File: src/rtl/core/tcch_sqrt.sv
// Pipelined digit-by-digit square root of a 32-bit value, rounded to nearest.
`default_nettype none
module tcch_sqrt (
  input  wire logic        clk,
  input  wire logic        ce,
  input  wire logic [31:0] q_in,
  output logic      [15:0] root
);
  localparam int STEPS = 16;

  logic [33:0] rem [0:STEPS];
  logic [33:0] res [0:STEPS];

  assign rem[0] = {2'b00, q_in};
  assign res[0] = '0;

  for (genvar k = 0; k < STEPS; k++) begin : g_step
    localparam logic [33:0] BIT = 34'(1) << (30 - 2 * k);
    logic [33:0] trial;
    assign trial = res[k] + BIT;
    always_ff @(posedge clk) begin
      if (ce) begin
        if (rem[k] >= trial) begin
          rem[k+1] <= rem[k] - trial;
          res[k+1] <= (res[k] >> 1) + BIT;
        end else begin
          rem[k+1] <= rem[k];
          res[k+1] <= res[k] >> 1;
        end
      end
    end
  end

  always_ff @(posedge clk) begin
    if (ce) begin
      root <= 16'(res[STEPS] + ((rem[STEPS] > res[STEPS]) ? 34'd1 : 34'd0));
    end
  end
endmodule
`default_nettype wire

File: config.mk
export PLATFORM = sky130hd
export DESIGN_NAME = tcch_sqrt
export DESIGN_NICKNAME = d
export VERILOG_FILES = /design/src/rtl/core/tcch_sqrt.sv
export SDC_FILE = /design/constraint.sdc
export NUM_CORES = 1
export LEC_CHECK = 0
export BUFFER_PORTS_ARGS = -buffer_cell sky130_fd_sc_hd__buf_4
export CORE_MARGIN = 5
export CORE_UTILIZATION = 68
export DETAILED_ROUTE_END_ITERATION = 12
export GPL_TIMING_DRIVEN = 0
export HOLD_SLACK_MARGIN = 0.03
export PLACE_DENSITY = 0.95
export SLEW_MARGIN = 15
export SYNTH_ARGS = -nofsm -noshare
export SYNTH_HDL_FRONTEND = slang
export SYNTH_SLANG_ARGS = --single-unit
File: constraint.sdc
create_clock -name clk -period 6.4 [get_ports clk]
set_input_delay 0.64 -clock clk [delete_from_list [all_inputs] [get_ports clk]]
set_output_delay 0.64 -clock clk [all_outputs]
set_load 0.05 [all_outputs]
==> run_summary.xml <==
<?xml version="1.0" encoding="UTF-8"?>
<metrics>
  <group name="sta">
    <metric name="setup-violations-final" unit="">0</metric>
    <metric name="final_max_slew_viol_count" unit="">0</metric>
    <metric name="setup_tns" unit="ns">0</metric>
    <metric name="grt_setup_unrepaired" unit="">false</metric>
    <metric name="final.min_clock_period" unit="ns">4.36</metric>
    <metric name="period_share" unit="%">68.2</metric>
    <metric name="fin_hold_ws" unit="ns">0.183</metric>
    <metric name="timing.max_slew.rel_slack" unit="%">26.7</metric>
    <metric name="final_hold_viol_count" unit="">0</metric>
    <metric name="timing_worst_slew_pin_value" unit="ns">1.07</metric>
    <metric name="skew" unit="ns">0.0504</metric>
    <metric name="fmax" unit="MHz">229</metric>
  </group>
  <group name="synth">
    <metric name="yosys.cell_count.top_type" unit="">sky130_fd_sc_hd__edfxtp_1</metric>
    <metric name="leading_cell_types_by_count_after_synthesis" unit="">695 x sky130_fd_sc_hd__edfxtp_1, 199 x sky130_fd_sc_hd__inv_1, 197 x sky130_fd_sc_hd__nor2_1</metric>
    <metric name="synth_top_area_share" unit="%">61.8</metric>
    <metric name="synth-edff-count" unit="">695</metric>
    <metric name="synthesis.instances" unit="">2688</metric>
    <metric name="ys_seq_area_share" unit="%">61.8</metric>
    <metric name="dominantRegCellSynth" unit="">sky130_fd_sc_hd__edfxtp_1</metric>
    <metric name="yosysTopAreaCell" unit="">sky130_fd_sc_hd__edfxtp_1</metric>
    <metric name="ys_types" unit="">73</metric>
    <metric name="postSynthNetCount" unit="">2892</metric>
    <metric name="ys_ff_latch" unit="">695</metric>
    <metric name="synthTopCellsByArea" unit="">sky130_fd_sc_hd__edfxtp_1 62%, sky130_fd_sc_hd__ha_1 6.3%, sky130_fd_sc_hd__xnor2_1 3.4%, sky130_fd_sc_hd__xor2_1 3.3%, sky130_fd_sc_hd__inv_1 2.2%</metric>
    <metric name="synth-async-reset-ratio" unit="%">0</metric>
    <metric name="syn_avg_cell_area" unit="um2">12.6</metric>
    <metric name="syn-cell-area" unit="mm2">0.0338</metric>
    <metric name="synth-warning-count" unit="">0</metric>
  </group>
  <group name="drt">
    <metric name="ant_nets" unit="">0</metric>
    <metric name="wire_per_inst" unit="um">23.3</metric>
    <metric name="highest_metal_layer_with_signal_wires" unit="">met4</metric>
    <metric name="route.vias.total" unit="">23700</metric>
    <metric name="avgViaCountPerCell" unit="">6.71</metric>
    <metric name="drt_pass1_iterations" unit="">9</metric>
    <metric name="postRouteWirelength" unit="mm">82.4</metric>
    <metric name="remaining_drc_errors" unit="">0</metric>
    <metric name="met3RoutedLength" unit="mm">6.82</metric>
    <metric name="detailedRoute.firstIterationViolations" unit="">2822</metric>
    <metric name="routedLengthMet1" unit="mm">27.7</metric>
    <metric name="wl_met2" unit="mm">42.6</metric>
  </group>
  <group name="clocking">
    <metric name="clock_tree.root_cell" unit="">sky130_fd_sc_hd__clkbuf_16</metric>
    <metric name="number_of_gates_given_a_new_drive_strength_after_cts" unit="">0</metric>
    <metric name="numCtsBuffers" unit="">69</metric>
    <metric name="tritoncts_num_sinks" unit="">695</metric>
    <metric name="clock_tree.buffer_depth" unit="">3</metric>
    <metric name="cts.reportedPaths.clkPinSlew" unit="ns">0.07</metric>
    <metric name="clock_tree.htree_level_count" unit="">3</metric>
    <metric name="cts_hold_buf" unit="">0</metric>
    <metric name="tritoncts_clock_tree" unit="">yes</metric>
    <metric name="clock_latency_reported_for_the_late_side_of_the_worst_skew_pair" unit="ns">0.63</metric>
    <metric name="postCtsSetupBuffers" unit="">0</metric>
  </group>
  <group name="global_routing">
    <metric name="grt_pass1_wl" unit="mm">129</metric>
    <metric name="grt_start_max_net_pins" unit="">127</metric>
    <metric name="grt_overflow_total" unit="">0</metric>
    <metric name="number_of_antenna_violations_at_the_first_check_in_global_routing" unit="">0</metric>
    <metric name="first_global_vias" unit="">23700</metric>
    <metric name="groute.usage.overall" unit="%">30.2</metric>
  </group>
  <group name="placed_design">
    <metric name="numPlacedInstances" unit="">3407</metric>
    <metric name="area_after_detailed_placement" unit="mm2">0.0351</metric>
    <metric name="routabilityCongestion" unit="">0.967</metric>
    <metric name="hpwl_after_detailed_placement" unit="mm">54.2</metric>
    <metric name="io_buffers" unit="">49</metric>
  </group>
  <group name="final_layout">
    <metric name="final_layout_size_suffix_gt1_share" unit="%">7.14</metric>
    <metric name="post_route_non_filler_standard_cell_count" unit="">3535</metric>
    <metric name="fin_nets" unit="">3018</metric>
    <metric name="postLayoutCellArea" unit="mm2">0.0374</metric>
    <metric name="syn2layout_area_growth" unit="%">10.9</metric>
    <metric name="diodes_inserted" unit="">0</metric>
  </group>
  <group name="die">
    <metric name="row_count" unit="">81</metric>
    <metric name="initial_standard_cell_utilization_of_the_core" unit="%">68.8</metric>
    <metric name="die-height" unit="um">233</metric>
    <metric name="die-width" unit="um">233</metric>
    <metric name="dieArea" unit="mm2">0.0542</metric>
    <metric name="floorplan.core_area" unit="mm2">0.0491</metric>
    <metric name="ports" unit="">50</metric>
  </group>
  <group name="flow_run">
    <metric name="max_cap_check_violation_count" unit="">0</metric>
  </group>
  <group name="hold_path">
    <metric name="kind_of_path_behind_the_tightest_hold_check" unit="">in2reg</metric>
  </group>
  <group name="worst_setup_path">
    <metric name="setup.worst_path.end_class" unit="">flip-flop</metric>
    <metric name="critPathLaunchType" unit="">flip-flop</metric>
    <metric name="timing.critical_path.fanout_max" unit="">10</metric>
    <metric name="worst_setup_path_category" unit="">reg2reg</metric>
    <metric name="crit_required" unit="ns">6.75</metric>
    <metric name="arrival" unit="ns">4.72</metric>
  </group>
  <group name="pwr">
    <metric name="vdd.ir_drop.worst" unit="uV">352</metric>
    <metric name="p_leak" unit="nW">14.0</metric>
    <metric name="power.density" unit="mW/mm2">322</metric>
  </group>
  <group name="status">
    <metric name="run_status" unit="">complete, no violations</metric>
  </group>
</metrics>
[flip-flops by register name, summed over array words and instances (netlist names)]
signal,count
root,16
res,136
rem,543
[power breakdown]
group	total [mW]	switching [mW]	internal (mW)
clock network	4.07	1.83	2.24
logic	1.91	1.14	0.771
registers	6.06	0.407	5.66
total	12.0	3.38	8.67
[cell usage in the layout, fill, tap and decap left out, drive strengths merged, types with 11 or more instances in the layout]
cell and count:
edfxtp 695, inv 202, nor2 197, ha 170, nand2 155, o21ai 140
xnor2 131, xor2 129, a21oi 129, clkbuf 111, nor4 90, nor3 83
buf 66, nand3 56, o21a 43, nand2b 37, nand4 36, or3 35
a21o 33, clkinv 33, or4 28, nor2b 20, mux2 19, nor4b 16
nand4b 14, o31ai 14, a211oi 13, or2 12, nand3b 11
[routing by layer]
layer | vias up | GRT usage (%)
li1 | 10300 | -
met1 | 11400 | 33.9
met2 | 1617 | 55.0
met3 | 419 | 5.08
met4 | 0 | 16.0
met5 | - | 0
[critical path, cell delays in order (launching register included)]
cell and delay [ns]:
sky130_fd_sc_hd__edfxtp_1 0.41, sky130_fd_sc_hd__ha_1 0.39, sky130_fd_sc_hd__a21oi_1 0.28, sky130_fd_sc_hd__o211ai_1 0.15, sky130_fd_sc_hd__a221oi_1 0.72, sky130_fd_sc_hd__o21ai_0 0.25
sky130_fd_sc_hd__a21boi_0 0.77, sky130_fd_sc_hd__clkbuf_1 0.56, sky130_fd_sc_hd__buf_2 0.40, sky130_fd_sc_hd__o21ai_0 0.18
[path summary, 6_finish.rpt]
check | end | depth (start not counted) | slack, ns | startpoint
max reg2reg | rem[38] | 9 | 2.04 | rem[78]
min | rem[522] | 1 | 0.18 | q_in[12]
min reg2reg | res[222] | 0 | 0.43 | res[257]
max | rem[38] | 9 | 2.04 | rem[78]
[cells by family after synthesis]
group / share of synthesized area (%)
fa+ha+maj: 6.30
compound gates: 8.40
buf+inv: 2.75
flops: 61.8
simple gates: 13.1
mux: 0.930
xor+xnor: 6.74
[area by class of cell]
cell class,count,area (um2)
Buffer,38,179
Fill cell,2597,11600
Clock inverter,44,499
Tap cell,664,831
Multi-Input combinational cell,1755,12000
Inverter,200,751
Sequential cell,695,20900
Clock buffer,84,1780
Timing Repair Buffer,55,541
[through the flow]
stage          power (mW)  worst slack [ns]  util (%)
2_1_floorplan        7.29              3.34         -
3_3_place_gp         7.82            -0.576      71.3
3_5_place_dp         7.92              2.28      71.6
4_1_cts              12.0              2.18      76.3
5_1_grt              12.5              1.82      76.3
6_report             12.0              2.04      76.3
Note: power is estimated with default switching activity, not from simulation.
