$ cat src/rtl/core/tcch_delay.sv
// Enabled shift line that delays a word through a chain of registers.
`default_nettype none
module tcch_delay #(
  parameter int W     = 16,
  parameter int DEPTH = 1
) (
  input  wire logic         clk,
  input  wire logic         ce,
  input  wire logic [W-1:0] d,
  output logic      [W-1:0] q
);
  logic [W-1:0] taps [0:DEPTH-1];

  always_ff @(posedge clk) begin
    if (ce) begin
      taps[0] <= d;
      for (int i = 1; i < DEPTH; i++) taps[i] <= taps[i-1];
    end
  end

  assign q = taps[DEPTH-1];
endmodule
`default_nettype wire

$ cat config.mk
export PLATFORM = sky130hd
export DESIGN_NAME = tcch_delay
export DESIGN_NICKNAME = d
export VERILOG_FILES = /design/src/rtl/core/tcch_delay.sv
export SDC_FILE = /design/constraint.sdc
export NUM_CORES = 1
export LEC_CHECK = 0
export BUFFER_PORTS_ARGS = -buffer_cell sky130_fd_sc_hd__buf_2
export CAP_MARGIN = 20
export CORE_AREA = 2 2 39 41
export CTS_BUF_LIST = sky130_fd_sc_hd__clkbuf_8
export CTS_CLUSTER_SIZE = 10
export DETAILED_ROUTE_END_ITERATION = 10
export DIE_AREA = 0 0 41 43
export GPL_ROUTABILITY_DRIVEN = 0
export PLACE_DENSITY_LB_ADDON = 0.1
export SYNTH_ARGS = -nofsm -noshare
export SYNTH_HDL_FRONTEND = slang
export SYNTH_SLANG_ARGS = --single-unit
$ cat constraint.sdc
create_clock -name clk -period 1.4 [get_ports clk]
set_clock_uncertainty 0.1 [all_clocks]
set_input_delay 0.28 -clock clk [delete_from_list [all_inputs] [get_ports clk]]
set_output_delay 0.28 -clock clk [all_outputs]
set_load 0.02 [all_outputs]
==> metrics.txt, run 1 <==
Worst Path Buf+Inv=1; Max stage delay on crit path=0.36 ns; Slew @ Worst Pin=0.325 ns; Setup TNS=0 ns; IO Count=34; Highest Signal Layer=met3; RSZ-0062 raised after global routing=false; routed wire length=744 microns; Starting Density=0.347; Most flops, register=taps; Worst slew margin=0.783; setup violators final=0; Chip Width=41 microns; Row Count=14; layout cell share with drive strength beyond 1=0.679; Syn Nets=34; leakage power=0.000310 uW; sequential-to-total area share from yosys stat=1.00; Final Cycle Share=0.820; number of flip-flops in the largest register=16; Final ANT Viol Nets=0; largest fanout on the critical path=1; post-CTS setup buffers=0; Yosys warning total=0; # port buffers=33; WL met1=251 microns; WL met3=75 microns; PwrDens=1440 nW/um^2; post-CTS sizing=0; biggest regs=taps (16); most frequent cells in the layout=buf_2, edfxtp_1, clkbuf_8; CTS clock-pin slew for the worst setup and hold paths=0.06 ns; Clock Path Buffers=2; Min-Delay Endpoint=taps[0][1]$_DFFE_PP_; number of global-route vias before repair=263; slowest CP cell=edfxtp_1; Overflow after GRT=0; Crit. path cell count=1; max-slew violations=0; WHS Path Cells=1; WL met2=417 microns; first-pass GRT wire length=1080 microns; synthesis-stage register bit count=16; initial antenna violation count=0; CP required=1.02 ns; DR iter-0 viols=0; CTS Buf Count=3; crit-path cells=buf_2; Syn Inst Count=16; H-tree levels=1; vias per cell=4.10; maximum number of pins on one net before global-route repair=17; Die H=43 microns; crit start category=flip-flop; Mapped Area=480 sq um; CTS Hold Buffers Added=0; CP delay by family, top=flip-flops; crit path kind=reg2out; Global Route Usage Sum=0.0977; diode count=0; #MultiIn Comb=0; DIE AREA=1760 sq um; core box area=1380 sq um; wire per inst=10.8 microns; Min-Delay Startpoint=d[1]; power consumption=1020 uW; clk sinks=16; CTS tree=built; # fillers=124; FMAX=871 MHz; peak supply drop=0.000798 V; Clock Tree Root=clkbuf_8; crit path DAT=0.77 ns; commonest non-fill, non-tap cell in the layout=buf_2; final hold slack=0.108 ns; Final Hold Fails=0; Mean Syn Cell Area=30.0 sq um; synth unique cells=1; clock period minus worst slack=1.15 ns; maxcap violations=0; drt first pass iters=1; drt drc=0; Multi-input gate area=0 sq um; Layout area overhead=47.9%; HP Class=in2reg; DR vias=283; status=completed; Nets=72; CP endpoint kind=output port
==> how the worst max path moves through the flow <==
stage,startpoint,endpoint,slack (ns)
3_5_place_dp,ce,taps[0][3]$_DFFE_PP_,0.37
4_1_cts,taps[0][13]$_DFFE_PP_,q[13],0.23
3_3_place_gp,ce,taps[0][3]$_DFFE_PP_,0.38
6_report,taps[0][13]$_DFFE_PP_,q[13],0.25
5_1_grt,taps[0][13]$_DFFE_PP_,q[13],0.21
2_1_floorplan,taps[0][0]$_DFFE_PP_,q[0],0.57
==> cell families (layout without fill, tap and decap cells) <==
family | Yosys count | after routing | synth area share
buffers and inverters | 0 | 37 | 0
DFF | 16 | 16 | 1.00
==> Yosys cell counts <==
cell type	number	share of area
edfxtp_1	16	1.0
==> stage by stage <==
step,cell area [sq um],util,worst slack (ns),std cells
after global placement,666,0.481,0.382,65
after detailed placement,666,0.481,0.368,65
after CTS,711,0.514,0.233,69
final,711,0.514,0.252,69
after floorplan,480,-,0.571,16
after global routing,711,0.514,0.209,69
==> layer usage <==
| layer | up-vias | global-route usage |
|---|---|---|
| met1 | 127 | 0.101 |
| met4 | 0 | 0.0400 |
| met5 | - | 0 |
| met2 | 19 | 0.153 |
| li1 | 137 | - |
| met3 | 0 | 0.0576 |
==> area by class of cell <==
class / instances / area [sq um] / share of cell area
flip-flops and latches: 16 / 480 / 0.676
well taps: 16 / 20.0 / 0.0282
clock buffers: 3 / 41.3 / 0.0581
repair buffers: 33 / 165 / 0.232
clock inverters: 1 / 3.75 / 0.00528
==> power by group <==
group / leakage (uW) / total (uW) / internal, uW / switching [uW]
clock network: 0.0000231 / 336 / 194 / 142
registers: 0.000157 / 577 / 569 / 7.35
logic: 0.000130 / 111 / 40.1 / 71.2
(Power assumes the default switching activity.)
==> run 2: changes to the inputs <==
- CORE_AREA: 2 2 39 41 -> 2 2 40 42
- DIE_AREA: 0 0 41 43 -> 0 0 42 44
- clock period: 1.4 -> 1 ns (I/O delays scaled with it)
==> run 2 against run 1 <==
  * Critical path depth did not move
  * Clock power rose by 32%
  * Non-clock buffer count rose by 2
  * Worst hold slack got worse by 0.073 ns
  * Cell count rose by 1.4%
  * Core utilization rose by 1.7 points
  * Power rose by 40%
  * Sequential power rose by 40%
  * Largest power group unchanged
  * The flow now finishes with violations (setup timing)
  * First-iteration DRC count did not move
  * Via count rose by 1.4%
  * Sequential cell count did not move
  * Die area rose by 4.8%
==> metrics.txt, run 2 (synthesized netlist as in run 1, its figures left out) <==
Worst Path Buf+Inv=1 (unchanged); Overflow after GRT=0 (unchanged); PwrDens=1900 nW/um^2 (was 1440 nW/um^2); Final ANT Viol Nets=0 (unchanged); peak supply drop=0.00114 V (was 0.000798 V); drt drc=0 (unchanged); initial antenna violation count=0 (unchanged); crit-path cells=buf_2 (unchanged); routed wire length=763 microns (was 744 microns); H-tree levels=1 (unchanged); Max stage delay on crit path=0.36 ns (about the same); crit path kind=reg2out (unchanged); DR vias=287 (was 283); WL met3=96 microns (was 75 microns); setup violators final=16 (was 0); final worst setup slack=-0.0673 ns (was 0.252 ns); #MultiIn Comb=0 (unchanged); IO Count=34 (unchanged); # port buffers=33 (unchanged); CP delay by family, top=flip-flops (unchanged); CP endpoint kind=output port (unchanged); Starting Density=0.339 (was 0.347); Chip Width=42 microns (was 41 microns); post-CTS setup buffers=0 (unchanged); Die H=44 microns (was 43 microns); maximum number of pins on one net before global-route repair=13 (was 17); Final Cycle Share=1.07; CTS Hold Buffers Added=0 (unchanged); CTS tree=built (unchanged); Worst slew margin=0.927 (was 0.783); max-slew violations=0 (unchanged); WHS Path Cells=1 (unchanged); number of global-route vias before repair=287 (was 263); vias per cell=4.10 (about the same); Global Route Usage Sum=0.0888 (was 0.0977); Clock Path Buffers=2 (unchanged); Multi-input gate area=0 sq um (unchanged); Clock Tree Root=clkbuf_8 (unchanged); crit path DAT=0.77 ns (about the same); wire per inst=10.9 microns (was 10.8 microns); Setup WS pre-CTS=0.147 ns (was 0.368 ns); number of flip-flops in the largest register=16 (unchanged); clk sinks=16 (unchanged); largest fanout on the critical path=1 (unchanged); CTS Buf Count=3 (unchanged); Nets=74 (was 72); WL met2=444 microns (was 417 microns); # fillers=125 (was 124); CTS clock-pin slew for the worst setup and hold paths=0.05 ns (was 0.06 ns); WL met1=222 microns (was 251 microns); Row Count=14 (unchanged); HP Class=in2reg (unchanged); Most flops, register=taps (unchanged); Post-Route Utilization=0.531 (was 0.514); Final Hold Fails=0 (unchanged); commonest non-fill, non-tap cell in the layout=buf_2 (unchanged); diode count=0 (unchanged); slowest CP cell=edfxtp_1 (unchanged); CP required=0.70 ns (was 1.02 ns); register area=480 sq um (unchanged); layout cell share with drive strength beyond 1=0.704 (was 0.679); first-pass GRT wire length=1130 microns (was 1080 microns); most frequent cells in the layout=buf_2, edfxtp_1, clkbuf_8, buf_6 (was buf_2, edfxtp_1, clkbuf_8); failing checks=setup timing; drt first pass iters=1 (unchanged); Layout area overhead=56.8% (was 47.9%); Slew @ Worst Pin=0.111 ns (was 0.325 ns); leakage power=0.000329 uW (was 0.000310 uW); RSZ-0062 raised after global routing=true (was false); crit start category=flip-flop (unchanged); status=finished with violations (was completed); core box area=1420 sq um (was 1380 sq um); Highest Signal Layer=met3 (unchanged); Min-Delay Startpoint=d[14] (was d[1]); DIE AREA=1850 sq um (was 1760 sq um); Min-Delay Endpoint=taps[0][14]$_DFFE_PP_ (was taps[0][1]$_DFFE_PP_); FMAX=937 MHz; clock period minus worst slack=1.07 ns; maxcap violations=0 (unchanged); biggest regs=taps (16) (unchanged); DR iter-0 viols=0 (unchanged)
[run 2: report_power, final]
group,leakage (uW),internal [uW],total [uW],switching (uW)
sequential,0.000157,798,810,12.1
combinational,0.000150,77.5,180,102
clock,0.0000216,265,442,176
total,0.000329,1140,1430,291
[run 2: worst max path at each step]
stage / start / to / slack [ns] / cells after the start
floorplan: taps[0][0]$_DFFE_PP_ / q[0] / 0.25 / 0
global placement: ce / taps[0][8]$_DFFE_PP_ / 0.16 / 2
detailed placement: ce / taps[0][13]$_DFFE_PP_ / 0.15 / 2
CTS: taps[0][8]$_DFFE_PP_ / q[8] / -0.09 / 1
global route: taps[0][5]$_DFFE_PP_ / q[5] / -0.1 / 1
finish: taps[0][8]$_DFFE_PP_ / q[8] / -0.07 / 1
[run 2: routing by layer]
metal,vias up,track usage
met5,-,0
met4,0,0.0581
met3,0,0.0375
met2,20,0.175
met1,126,0.0685
li1,141,-
[run 2: layout make-up]
cell class	instances	share of cell area
timing repair buffer	35	0.281
sequential	16	0.638
clock buffer	3	0.0548
tap	16	0.0266
[run 2: per-stage QoR]
step                setup TNS (ns)  instances  instance area, sq um  total power [uW]  hold WS [ns]
finish                      -0.792         70                   753              1430        0.0351
CTS                         -0.952         70                   741              1440        0.0309
global route                 -1.22         70                   753              1490        0.0295
global placement                 0         67                   693               990         0.276
floorplan                        0         16                   480               895         0.199
detailed placement               0         67                   693               994         0.278
[run 2: timing repair]
item                                    CTS  global route
endpoints found under the setup margin   16            16
gates resized for setup                   2             4
gates cloned                              0             0
